<file path="src/rtl/core/cwt_pkg.sv">
package cwt_pkg;

  // Geometry and field widths
  localparam int NUM_PADS       = 8;
  localparam int PAD_IDX_W      = $clog2(NUM_PADS);
  localparam int SUM_W          = 18;
  localparam int CFG_W          = 12;
  localparam int CFG_IDX_W      = 8;
  localparam int SMOOTHING      = 64;
  localparam int TH_W           = 20;
  localparam int POSITION_SCALE = 4;
  localparam int HALF_SCALE     = POSITION_SCALE / 2;
  localparam int POS_MAX        = POSITION_SCALE * (NUM_PADS - 1);
  localparam int POS_W          = 5;
  localparam int STEP_W         = 4;

  // Centroid divider: pos_sum / cnt, quotient fits POS_W bits
  localparam int POS_SUM_W = $clog2(POSITION_SCALE * NUM_PADS * (NUM_PADS - 1) / 2 + 1);
  localparam int CNT_W     = $clog2(NUM_PADS + 1);
  localparam int REM_W     = CNT_W + 1;
  localparam int DIV_CNT_W = $clog2(POS_W);
  localparam int D_W       = POS_W + 2;

  // Register map
  localparam logic [CFG_IDX_W-1:0] REG_MAX_COUNT  = CFG_IDX_W'(0);
  localparam logic [CFG_IDX_W-1:0] REG_HYSTERESIS = CFG_IDX_W'(1);

  localparam logic [CFG_W-1:0] MAX_COUNT_RST = CFG_W'(1000);
  localparam logic [CFG_W-1:0] HYST_RST      = CFG_W'(16);

  typedef enum logic [2:0] {
    ST_IDLE,
    ST_PAD,
    ST_DIV,
    ST_DETENT,
    ST_DONE
  } cwt_state_t;

  typedef struct packed {
    logic signed [TH_W-1:0] th;
    logic                   touched;
  } pad_upd_t;

  // Per-read config value scaled to the accumulated domain
  function automatic logic signed [TH_W-1:0] scale_cfg(input logic [CFG_W-1:0] v);
    scale_cfg = signed'(TH_W'(v) * TH_W'(SMOOTHING));
  endfunction

endpackage

</file>
<file path="src/rtl/core/cwt_scan_if.sv">
interface cwt_scan_if import cwt_pkg::*; ();
  logic             valid;
  logic             ready;
  logic [SUM_W-1:0] pad_sum_0;
  logic [SUM_W-1:0] pad_sum_1;
  logic [SUM_W-1:0] pad_sum_2;
  logic [SUM_W-1:0] pad_sum_3;
  logic [SUM_W-1:0] pad_sum_4;
  logic [SUM_W-1:0] pad_sum_5;
  logic [SUM_W-1:0] pad_sum_6;
  logic [SUM_W-1:0] pad_sum_7;

  modport source (
    output valid, pad_sum_0, pad_sum_1, pad_sum_2, pad_sum_3,
           pad_sum_4, pad_sum_5, pad_sum_6, pad_sum_7,
    input  ready
  );

  modport sink (
    input  valid, pad_sum_0, pad_sum_1, pad_sum_2, pad_sum_3,
           pad_sum_4, pad_sum_5, pad_sum_6, pad_sum_7,
    output ready
  );
endinterface

</file>
<file path="src/rtl/core/cwt_result_if.sv">
interface cwt_result_if import cwt_pkg::*; ();
  logic                     valid;
  logic                     ready;
  logic [NUM_PADS-1:0]      pad_mask;
  logic                     held;
  logic                     touch_start;
  logic                     touch_end;
  logic                     clicked;
  logic [POS_W-1:0]         position;
  logic signed [STEP_W-1:0] step_delta;

  modport source (
    output valid, pad_mask, held, touch_start, touch_end, clicked, position, step_delta,
    input  ready
  );

  modport sink (
    input  valid, pad_mask, held, touch_start, touch_end, clicked, position, step_delta,
    output ready
  );
endinterface

</file>
<file path="src/rtl/core/cwt_cfg_if.sv">
interface cwt_cfg_if import cwt_pkg::*; ();
  logic                 valid;
  logic                 ready;
  logic [CFG_IDX_W-1:0] index;
  logic [CFG_W-1:0]     data;

  modport source (
    output valid, index, data,
    input  ready
  );

  modport sink (
    input  valid, index, data,
    output ready
  );
endinterface

</file>
<file path="src/rtl/core/cap_wheel_touch_tracker.sv">
// Channel  Dir  Handshake      Payload
// scan     in   valid/ready    pad_sum_0 .. pad_sum_7 (18b each)
// result   out  valid/ready    pad_mask, held, touch_start, touch_end, clicked,
//                              position, step_delta
// cfg      in   valid/ready    index (8b), data (12b); 0 = max_count, 1 = hysteresis
//
// Per item: accept, a pass over the pads through the shared threshold unit, a
// restoring divide for the centroid, the detent step, then the output load.
// scan.ready and cfg.ready are high only in idle; a held result only delays the
// output load of the next item. rst is synchronous, active high: thresholds load
// max_count*64, touch flags and tracking state clear, no clearing pass.
module cap_wheel_touch_tracker import cwt_pkg::*; (
  input  logic   clk,
  input  logic   rst,
  cwt_scan_if.sink     scan,
  cwt_result_if.source result,
  cwt_cfg_if.sink      cfg
);

  localparam logic signed [D_W-1:0] HALF_D = D_W'(HALF_SCALE);

  cwt_state_t state;
  cwt_state_t state_next;

  // Configuration; max_count only matters at the moment it is written
  logic [CFG_W-1:0] hysteresis;

  // Per-pad state
  logic signed [TH_W-1:0] thr [NUM_PADS];
  logic [NUM_PADS-1:0]    touched;

  // Tracking state
  logic             held_now;
  logic             held_before;
  logic [POS_W-1:0] anchor;
  logic             moved;

  // Per-item working registers
  logic [SUM_W-1:0]     sums [NUM_PADS];
  logic [PAD_IDX_W-1:0] pad_idx;
  logic [POS_SUM_W-1:0] pos_sum;
  logic [CNT_W-1:0]     cnt;
  logic [NUM_PADS-1:0]  mask;
  logic [CNT_W-1:0]     rem;
  logic [POS_W-1:0]     div_q;
  logic [DIV_CNT_W-1:0] div_cnt;
  logic [POS_W-1:0]     pos_r;
  logic signed [STEP_W-1:0] step_r;

  // Output register
  logic                     out_valid;
  logic [NUM_PADS-1:0]      out_mask;
  logic                     out_held;
  logic                     out_start;
  logic                     out_end;
  logic                     out_clicked;
  logic [POS_W-1:0]         out_pos;
  logic signed [STEP_W-1:0] out_step;

  logic scan_acc;
  logic cfg_acc;
  logic out_load;
  logic last_pad;
  logic div_last;

  // ---------------------------------------------------------------------------
  // Shared threshold unit, walked over the pads one per cycle
  // ---------------------------------------------------------------------------
  pad_upd_t upd;

  cwt_pad_unit u_pad (
    .rd      (sums[pad_idx]),
    .th      (thr[pad_idx]),
    .touched (touched[pad_idx]),
    .hyst    (scale_cfg(hysteresis)),
    .upd     (upd)
  );

  logic [POS_SUM_W-1:0] pos_sum_next;
  logic [CNT_W-1:0]     cnt_next;

  always_comb begin
    pos_sum_next = pos_sum;
    cnt_next     = cnt;
    if (upd.touched) begin
      pos_sum_next = pos_sum + POS_SUM_W'(pad_idx) * POS_SUM_W'(POSITION_SCALE);
      cnt_next     = cnt + CNT_W'(1);
    end
  end

  // ---------------------------------------------------------------------------
  // Centroid divide step: one quotient bit per cycle
  // ---------------------------------------------------------------------------
  logic [REM_W-1:0] trial;
  logic             q_bit;

  assign trial = {rem, div_q[POS_W-1]};
  assign q_bit = (trial >= REM_W'(cnt));

  // ---------------------------------------------------------------------------
  // Detent step
  // ---------------------------------------------------------------------------
  logic                     held_cur;
  logic [POS_W-1:0]         pos_cur;
  logic [POS_W-1:0]         anchor_base;
  logic signed [D_W-1:0]    d;
  logic signed [D_W-1:0]    e;
  logic signed [D_W-1:0]    mag;
  logic signed [D_W-1:0]    qv;
  logic signed [STEP_W-1:0] step_cur;
  logic signed [D_W-1:0]    anchor_sum;

  always_comb begin
    held_cur    = (cnt != '0);
    pos_cur     = held_cur ? div_q : '0;
    // first scan of a touch re-anchors at the current position
    anchor_base = held_before ? anchor : pos_cur;
    d           = signed'(D_W'(pos_cur)) - signed'(D_W'(anchor_base));
    e           = (d > 0) ? d - HALF_D : d + HALF_D;
    mag         = (e < 0) ? -e : e;
    qv          = D_W'(mag / POSITION_SCALE);
    step_cur    = held_cur ? STEP_W'((e < 0) ? -qv : qv) : '0;
    anchor_sum  = signed'(D_W'(anchor_base)) + D_W'(step_cur * POSITION_SCALE);
  end

  // ---------------------------------------------------------------------------
  // Sequencer
  // ---------------------------------------------------------------------------
  assign scan_acc = scan.valid && scan.ready;
  assign cfg_acc  = cfg.valid && cfg.ready;
  assign last_pad = (pad_idx == PAD_IDX_W'(NUM_PADS - 1));
  assign div_last = (div_cnt == '0);

  always_ff @(posedge clk) begin
    if (rst) begin
      state <= ST_IDLE;
    end else begin
      state <= state_next;
    end
  end

  always_comb begin
    state_next = state;
    scan.ready = 1'b0;
    cfg.ready  = 1'b0;
    out_load   = 1'b0;
    case (state)
      ST_IDLE: begin
        scan.ready = 1'b1;
        cfg.ready  = 1'b1;
        if (scan.valid) begin
          state_next = ST_PAD;
        end
      end
      ST_PAD: begin
        if (last_pad) begin
          state_next = ST_DIV;
        end
      end
      ST_DIV: begin
        if (div_last) begin
          state_next = ST_DETENT;
        end
      end
      ST_DETENT: begin
        state_next = ST_DONE;
      end
      ST_DONE: begin
        if (!out_valid || result.ready) begin
          out_load   = 1'b1;
          state_next = ST_IDLE;
        end
      end
      default: begin
        state_next = ST_IDLE;
      end
    endcase
  end

  // ---------------------------------------------------------------------------
  // Config and per-pad state
  // ---------------------------------------------------------------------------
  always_ff @(posedge clk) begin
    if (rst) begin
      hysteresis <= HYST_RST;
      touched    <= '0;
      for (int i = 0; i < NUM_PADS; i++) begin
        thr[i] <= scale_cfg(MAX_COUNT_RST);
      end
    end else begin
      if (cfg_acc) begin
        case (cfg.index)
          REG_MAX_COUNT: begin
            // reload every threshold, keep touch flags
            for (int i = 0; i < NUM_PADS; i++) begin
              thr[i] <= scale_cfg(cfg.data);
            end
          end
          REG_HYSTERESIS: begin
            hysteresis <= cfg.data;
          end
          default: begin
          end
        endcase
      end
      if (state == ST_PAD) begin
        thr[pad_idx]     <= upd.th;
        touched[pad_idx] <= upd.touched;
      end
    end
  end

  // ---------------------------------------------------------------------------
  // Tracking state
  // ---------------------------------------------------------------------------
  always_ff @(posedge clk) begin
    if (rst) begin
      held_now    <= 1'b0;
      held_before <= 1'b0;
      anchor      <= '0;
      moved       <= 1'b0;
    end else begin
      if (scan_acc) begin
        held_before <= held_now;
      end
      if (state == ST_DETENT) begin
        held_now <= held_cur;
        if (held_cur) begin
          anchor <= anchor_sum[POS_W-1:0];
          moved  <= (held_before && moved) || (step_cur != '0);
        end
      end
    end
  end

  // ---------------------------------------------------------------------------
  // Working registers
  // ---------------------------------------------------------------------------
  always_ff @(posedge clk) begin
    if (scan_acc) begin
      sums[0] <= scan.pad_sum_0;
      sums[1] <= scan.pad_sum_1;
      sums[2] <= scan.pad_sum_2;
      sums[3] <= scan.pad_sum_3;
      sums[4] <= scan.pad_sum_4;
      sums[5] <= scan.pad_sum_5;
      sums[6] <= scan.pad_sum_6;
      sums[7] <= scan.pad_sum_7;
      pad_idx <= '0;
      pos_sum <= '0;
      cnt     <= '0;
      mask    <= '0;
    end
    case (state)
      ST_PAD: begin
        pos_sum       <= pos_sum_next;
        cnt           <= cnt_next;
        mask[pad_idx] <= upd.touched;
        pad_idx       <= pad_idx + PAD_IDX_W'(1);
        if (last_pad) begin
          // top bits of the dividend are below cnt whenever a pad is touched
          rem     <= CNT_W'(pos_sum_next[POS_SUM_W-1:POS_W]);
          div_q   <= pos_sum_next[POS_W-1:0];
          div_cnt <= DIV_CNT_W'(POS_W - 1);
        end
      end
      ST_DIV: begin
        rem     <= q_bit ? CNT_W'(trial - REM_W'(cnt)) : trial[CNT_W-1:0];
        div_q   <= {div_q[POS_W-2:0], q_bit};
        div_cnt <= div_cnt - DIV_CNT_W'(1);
      end
      ST_DETENT: begin
        pos_r  <= pos_cur;
        step_r <= step_cur;
      end
      default: begin
      end
    endcase
  end

  // ---------------------------------------------------------------------------
  // Output register
  // ---------------------------------------------------------------------------
  always_ff @(posedge clk) begin
    if (rst) begin
      out_valid <= 1'b0;
    end else if (out_load) begin
      out_valid <= 1'b1;
    end else if (result.ready) begin
      out_valid <= 1'b0;
    end
  end

  always_ff @(posedge clk) begin
    if (out_load) begin
      out_mask    <= mask;
      out_held    <= held_now;
      out_start   <= held_now && !held_before;
      out_end     <= !held_now && held_before;
      out_clicked <= !held_now && held_before && !moved;
      out_pos     <= pos_r;
      out_step    <= step_r;
    end
  end

  assign result.valid       = out_valid;
  assign result.pad_mask    = out_mask;
  assign result.held        = out_held;
  assign result.touch_start = out_start;
  assign result.touch_end   = out_end;
  assign result.clicked     = out_clicked;
  assign result.position    = out_pos;
  assign result.step_delta  = out_step;

`ifndef SYNTHESIS
  a_rem_below_divisor: assert property (@(posedge clk) disable iff (rst)
    (state == ST_DETENT && cnt != '0) |-> (rem < cnt))
    else $error("centroid remainder not below pad count");

  a_pos_range: assert property (@(posedge clk) disable iff (rst)
    out_valid |-> (out_pos <= POS_W'(POS_MAX)))
    else $error("position beyond last pad");

  a_held_mask: assert property (@(posedge clk) disable iff (rst)
    out_valid |-> (out_held == (out_mask != '0)))
    else $error("held does not match pad mask");

  a_idle_zero: assert property (@(posedge clk) disable iff (rst)
    (out_valid && !out_held) |-> (out_pos == '0 && out_step == '0))
    else $error("nonzero position or step with no touch");

  a_start_no_step: assert property (@(posedge clk) disable iff (rst)
    (out_valid && out_start) |-> (out_step == '0 && !out_end))
    else $error("detent step on first scan of a touch");
`endif

endmodule

</file>
<file path="src/rtl/core/cwt_pad_unit.sv">
// Threshold/hysteresis update for one pad; shared across all pads.
module cwt_pad_unit import cwt_pkg::*; (
  input  logic [SUM_W-1:0]       rd,
  input  logic signed [TH_W-1:0] th,
  input  logic                   touched,
  input  logic signed [TH_W-1:0] hyst,
  output pad_upd_t               upd
);

  logic signed [TH_W-1:0] rd_s;
  logic signed [TH_W-1:0] up;
  logic signed [TH_W-1:0] dn;

  assign rd_s = signed'(TH_W'(rd));
  assign up   = rd_s + hyst;
  assign dn   = rd_s - hyst;

  always_comb begin
    upd.th      = th;
    upd.touched = touched;
    if (touched) begin
      if (rd_s < th) begin
        upd.touched = 1'b0;
        upd.th      = up;
      end else if (th < dn) begin
        upd.th = dn;
      end
    end else begin
      if (rd_s > th) begin
        upd.touched = 1'b1;
        upd.th      = dn;
      end else if (th > up) begin
        upd.th = up;
      end
    end
  end

endmodule
</file>
<file path="src/flat_wrapper.sv">
// flat-port wrapper written by rule: the top's interface ports become plain ports
module cap_wheel_touch_tracker_flat import cwt_pkg::*;
  (clk, rst, scan_valid, scan_pad_sum_0, scan_pad_sum_1, scan_pad_sum_2, scan_pad_sum_3, scan_pad_sum_4, scan_pad_sum_5, scan_pad_sum_6, scan_pad_sum_7, scan_ready, result_valid, result_pad_mask, result_held, result_touch_start, result_touch_end, result_clicked, result_position, result_step_delta, result_ready, cfg_valid, cfg_index, cfg_data, cfg_ready);
  cwt_scan_if scan_i ();
  cwt_result_if result_i ();
  cwt_cfg_if cfg_i ();
  input  logic clk;
  input  logic rst;
  input wire logic [$bits(scan_i.valid)-1:0] scan_valid;
  input wire logic [$bits(scan_i.pad_sum_0)-1:0] scan_pad_sum_0;
  input wire logic [$bits(scan_i.pad_sum_1)-1:0] scan_pad_sum_1;
  input wire logic [$bits(scan_i.pad_sum_2)-1:0] scan_pad_sum_2;
  input wire logic [$bits(scan_i.pad_sum_3)-1:0] scan_pad_sum_3;
  input wire logic [$bits(scan_i.pad_sum_4)-1:0] scan_pad_sum_4;
  input wire logic [$bits(scan_i.pad_sum_5)-1:0] scan_pad_sum_5;
  input wire logic [$bits(scan_i.pad_sum_6)-1:0] scan_pad_sum_6;
  input wire logic [$bits(scan_i.pad_sum_7)-1:0] scan_pad_sum_7;
  output wire logic [$bits(scan_i.ready)-1:0] scan_ready;
  output wire logic [$bits(result_i.valid)-1:0] result_valid;
  output wire logic [$bits(result_i.pad_mask)-1:0] result_pad_mask;
  output wire logic [$bits(result_i.held)-1:0] result_held;
  output wire logic [$bits(result_i.touch_start)-1:0] result_touch_start;
  output wire logic [$bits(result_i.touch_end)-1:0] result_touch_end;
  output wire logic [$bits(result_i.clicked)-1:0] result_clicked;
  output wire logic [$bits(result_i.position)-1:0] result_position;
  output wire logic [$bits(result_i.step_delta)-1:0] result_step_delta;
  input wire logic [$bits(result_i.ready)-1:0] result_ready;
  input wire logic [$bits(cfg_i.valid)-1:0] cfg_valid;
  input wire logic [$bits(cfg_i.index)-1:0] cfg_index;
  input wire logic [$bits(cfg_i.data)-1:0] cfg_data;
  output wire logic [$bits(cfg_i.ready)-1:0] cfg_ready;
  assign scan_i.valid = scan_valid;
  assign scan_i.pad_sum_0 = scan_pad_sum_0;
  assign scan_i.pad_sum_1 = scan_pad_sum_1;
  assign scan_i.pad_sum_2 = scan_pad_sum_2;
  assign scan_i.pad_sum_3 = scan_pad_sum_3;
  assign scan_i.pad_sum_4 = scan_pad_sum_4;
  assign scan_i.pad_sum_5 = scan_pad_sum_5;
  assign scan_i.pad_sum_6 = scan_pad_sum_6;
  assign scan_i.pad_sum_7 = scan_pad_sum_7;
  assign scan_ready = scan_i.ready;
  assign result_valid = result_i.valid;
  assign result_pad_mask = result_i.pad_mask;
  assign result_held = result_i.held;
  assign result_touch_start = result_i.touch_start;
  assign result_touch_end = result_i.touch_end;
  assign result_clicked = result_i.clicked;
  assign result_position = result_i.position;
  assign result_step_delta = result_i.step_delta;
  assign result_i.ready = result_ready;
  assign cfg_i.valid = cfg_valid;
  assign cfg_i.index = cfg_index;
  assign cfg_i.data = cfg_data;
  assign cfg_ready = cfg_i.ready;
  cap_wheel_touch_tracker u_core (.clk(clk), .rst(rst), .scan(scan_i), .result(result_i), .cfg(cfg_i));
endmodule
</file>
<file path="config.mk">
export PLATFORM = sky130hd
export DESIGN_NAME = cap_wheel_touch_tracker_flat
export DESIGN_NICKNAME = d
export VERILOG_FILES = /design/src/rtl/core/cwt_pkg.sv /design/src/rtl/core/cwt_scan_if.sv /design/src/rtl/core/cwt_result_if.sv /design/src/rtl/core/cwt_cfg_if.sv /design/src/rtl/core/cap_wheel_touch_tracker.sv /design/src/rtl/core/cwt_pad_unit.sv /design/src/flat_wrapper.sv
export SDC_FILE = /design/constraint.sdc
export NUM_CORES = 1
export LEC_CHECK = 0
export BUFFER_PORTS_ARGS = -buffer_cell sky130_fd_sc_hd__buf_4
export CELL_PAD_IN_SITES_DETAIL_PLACEMENT = 1
export CELL_PAD_IN_SITES_GLOBAL_PLACEMENT = 1
export CORE_ASPECT_RATIO = 0.6
export CORE_MARGIN = 8
export CORE_UTILIZATION = 40
export CTS_CLUSTER_SIZE = 20
export DETAILED_ROUTE_END_ITERATION = 16
export GPL_TIMING_DRIVEN = 0
export PLACE_DENSITY = 0.66
export SYNTH_ARGS = -nofsm -noshare
export SYNTH_HDL_FRONTEND = slang
export SYNTH_HIERARCHICAL = 1
export SYNTH_SLANG_ARGS = --single-unit
</file>
<file path="constraint.sdc">
create_clock -name clk -period 8.2 [get_ports clk]
set_clock_uncertainty 0.15 [all_clocks]
set_input_delay 1.23 -clock clk [delete_from_list [all_inputs] [get_ports clk]]
set_output_delay 1.23 -clock clk [all_outputs]
set_load 0.03 [all_outputs]
</file>
==> flow_summary.toml <==
[run_status]
outcome = "complete, no violations"

[power_and_ir_drop]
ir_drop_mv = 0.157
p_per_area_mw_per_mm2 = 307
leakagePower_nw = 10.1
p_comb_frac = 0.469
swShare = 0.408
p_int_mw = 4.79
p_clk_frac = 0.230
p_sw_mw = 3.30
seq_power_share = 0.301

[grt]
antenna_found_initial = 0
grt_first_pass_wirelength_um = 110000
overflow = 0
grtUsageMet3 = 0.0663
grt_pass1_vias = 17400
use_met2 = 0.322
gr-usage-met1 = 0.341
grt_usage = 0.228
grt_max_degree = 106
grt.busiest_layer = "met1"

[critical_path]
r2r-end = "u_core/thr[6][6]$_DFFE_PP_"
crit_buf_inv = 5
crit_cells = 23
endpoint = "u_core/thr[6][6]$_DFFE_PP_"
crit_required_ns = 8.46
endpoint_kind = "register"
ff2ff_path_depth = 23
worst-setup-path-type = "register to register"
slowest_stage = "nor3_1"
worstPathCellList = "clkbuf_2, clkdlybuf4s15_2, mux4_2, mux2_2, ha_1, clkbuf_1, a21oi_1, a21boi_1, nor3b_2, o211a_1, nor3_1, ha_1, nand2_1, nor3_1, a311o_1, o31ai_4, buf_2, mux2i_1, o211ai_1, o21ai_0, buf_2, nand2_1, a21oi_1"
critPathMaxFanout = 10
slowest_delay_ns = 0.94
cp.arrival_ns = 8.30
rrSetupSlack_ns = 0.16
cp_top_family = "compound AO/OA/AOI/OAI gates"
start_kind = "register"

[placed_design]
portBuffers = 191
placed_cells = 2906
dp_hpwl_um = 55600
gp_congestion = 0.923

[finish]
layout.cells.non_filler = 2985
layout-drive-gt1-share = 0.207
final_common_cell = "edfxtp_1"
mostFrequentLayoutCells = "edfxtp_1, nand2_1, buf_4, nor2_1, ha_1"
fillCellCount = 5883
syn_to_final_growth_pct = 17.8
diodes = 0
nets = 2486

[sta]
period_minus_slack_ns = 8.04
final_hold_viol_count = 0
fmax_mhz = 124
report.final.slew_viol_count = 0
rsz0062_at_grt = "no"
tightestPinTransition_ns = 1.43
worst_hold_slack_ns = 0.275
final.period_utilization = 0.980
maxSlewHeadroom = 0.0432
setup_violations = 0

[run]
maxCapViolCount = 0

[detailed_routing]
drc_errors = 0
totalWireLength_um = 73900
num_vias = 16700
drtAntennaViolNets = 0
drt_iter0_drc = 1410
wire_per_inst_um = 24.7
drtPass1Iterations = 5
routed_via_density = 5.60

[yosys]
yosys_register_bits = 401
synth_edf_count = 358
syn-mean-instance-area_um2 = 11.6
synthesis.area_mm2 = 0.0224
synth_top_cells_by_area = "edfxtp_1, mux4_2, ha_1"
synth_ff_type = "edfxtp_1"
ys_warn_count = 6
synth_top_area_frac = 0.481
synthArstFlopShare = 0
netlist_instances = 1933
ys_seq_area_frac = 0.519
yosysUniqueCellTypes = 100
yosys.area.top_type = "edfxtp_1"

[clock_tree]
cts_root_buf = "clkbuf_16"
htreeDepth = 2
cts_tree = "done"
cts_hold_buf = 0
cts_max_path_buffers = 3
numCtsBuffers = 41
path_clk_slew_ns = 0.07
cts.sinks = 401
insertion_delay_ns = 0.60

[floorplan]
dieArea_mm2 = 0.0640
die_height_um = 199
initial_utilization = 0.402
placementRows = 67
pin_count = 193
coreArea_mm2 = 0.0556
die_w_um = 321

[worst_hold_path]
worstHoldPathType = "register to register"
==> power by group through the flow <==
| stage | Clock [mW] | Sequential (mW) | Combinational, mW |
|---|---|---|---|
| after CTS | 1.92 | 2.43 | 3.68 |
| after detailed placement | 0 | 2.47 | 3.60 |
| after floorplan | 0 | 2.46 | 2.46 |
| after global placement | 0 | 2.48 | 3.47 |
| after global routing | 1.98 | 2.44 | 4.08 |
| final | 1.86 | 2.43 | 3.79 |
==> synth_stat cells (all sizes together) (35+ instances only) <==
cell type / n
a21oi: 116
dfxtp: 43
clkbuf: 71
ha: 117
nand2: 256
edfxtp: 358
mux4: 78
nor2: 176
o21ai: 52
nand3: 35
inv: 100
and2: 72
mux2: 43
==> layer usage <==
metal,vias to the layer above,share of wire
met4,0,0.019
li1,7590,-
met1,8426,0.47
met2,609,0.41
met3,91,0.097
met5,-,0
==> repair_timing <==
action,in CTS,in global routing
pin swaps,1,1
buffers inserted,2,1
endpoints found under the setup margin,160,153
resized for setup,23,16
cloned,0,0
==> worst reg2reg max path: stages (launching register included) <==
cell and delay, ns:
dfxtp_1 0.48, clkbuf_2 0.45, clkdlybuf4s15_2 0.57, mux4_2 0.36, mux2_2 0.31, ha_1 0.29, clkbuf_1 0.28, a21oi_1 0.18
a21boi_1 0.48, nor3b_2 0.18, o211a_1 0.26, nor3_1 0.94, ha_1 0.44, nand2_1 0.10, nor3_1 0.06, a311o_1 0.38
o31ai_4 0.37, buf_2 0.38, mux2i_1 0.23, o211ai_1 0.10, o21ai_0 0.22, buf_2 0.31, nand2_1 0.08, a21oi_1 0.23
==> worst min path at each step <==
stage	to	from	slack (ns)	cells after the start
2_1_floorplan	u_core/result.position[0]$_DFFE_PP_	u_core/pos_r[0]$_DFFE_PP_	0.25	0
3_3_place_gp	u_core/result.position[4]$_DFFE_PP_	u_core/pos_r[4]$_DFFE_PP_	0.26	0
3_5_place_dp	u_core/result.step_delta[3]$_DFFE_PP_	u_core/step_r[3]$_DFFE_PP_	0.26	0
4_1_cts	u_core/result.step_delta[3]$_DFFE_PP_	u_core/step_r[3]$_DFFE_PP_	0.27	0
5_1_grt	u_core/result.position[2]$_DFFE_PP_	u_core/pos_r[2]$_DFFE_PP_	0.28	0
6_report	u_core/result.step_delta[2]$_DFFE_PP_	u_core/step_r[2]$_DFFE_PP_	0.28	0
==> per-stage QoR <==
step | total power [mW] | area [µm²] | TNS, ns | worst slack, ns | utilization
2_1_floorplan | 4.92 | 22400 | 0 | 1.57 | -
3_3_place_gp | 5.95 | 24800 | -145.71 | -1.55 | 0.447
3_5_place_dp | 6.07 | 24900 | -162.90 | -1.64 | 0.448
4_1_cts | 8.02 | 26300 | 0 | 0.0390 | 0.473
5_1_grt | 8.50 | 26400 | 0 | 0.0400 | 0.474
6_report | 8.08 | 26400 | 0 | 0.164 | 0.474
==> cell families (layout without fill, tap and decap cells) <==
family | count (synthesis) | count (layout) | synth area share
multiplexers | 145 | 145 | 0.111
XOR/XNOR | 50 | 50 | 0.0199
adder cells (fa/ha/maj) | 124 | 124 | 0.0717
flip-flops | 401 | 401 | 0.519
AND/OR/NAND/NOR | 689 | 689 | 0.145
buffers and inverters | 205 | 477 | 0.0387
AO/OA/AOI/OAI | 318 | 318 | 0.0939
other | 1 | 22 | 0.000168
==> layout make-up <==
| type | count | area [µm²] | area share |
|---|---|---|---|
| Tap cell | 759 | 950 | 0.0360 |
| Inverter | 100 | 380 | 0.0144 |
| Multi-Input combinational cell | 1348 | 10100 | 0.382 |
| Sequential cell | 401 | 11600 | 0.441 |
| Clock buffer | 59 | 1170 | 0.0445 |
| Timing Repair Buffer | 197 | 1530 | 0.0579 |
| Clock inverter | 17 | 140 | 0.00532 |
| Buffer | 104 | 520 | 0.0197 |
==> flip-flops by register name, indices dropped and copies added, names as in the netlist, 3 cells and up, named ones only <==
name / flops
u_core/pos_sum: 5
u_core/anchor: 5
u_core/result.step_delta: 4
u_core/pos_r: 5
u_core/result.position: 5
u_core/mask: 8
u_core/touched: 8
u_core/hysteresis: 12
u_core/result.pad_mask: 8
u_core/pad_idx: 3
u_core/step_r: 4
u_core/sums: 144
u_core/state: 3
u_core/cnt: 4
u_core/rem: 4
u_core/div_cnt: 3
u_core/thr: 160
u_core/div_q: 5
(Power assumes the default switching activity.)
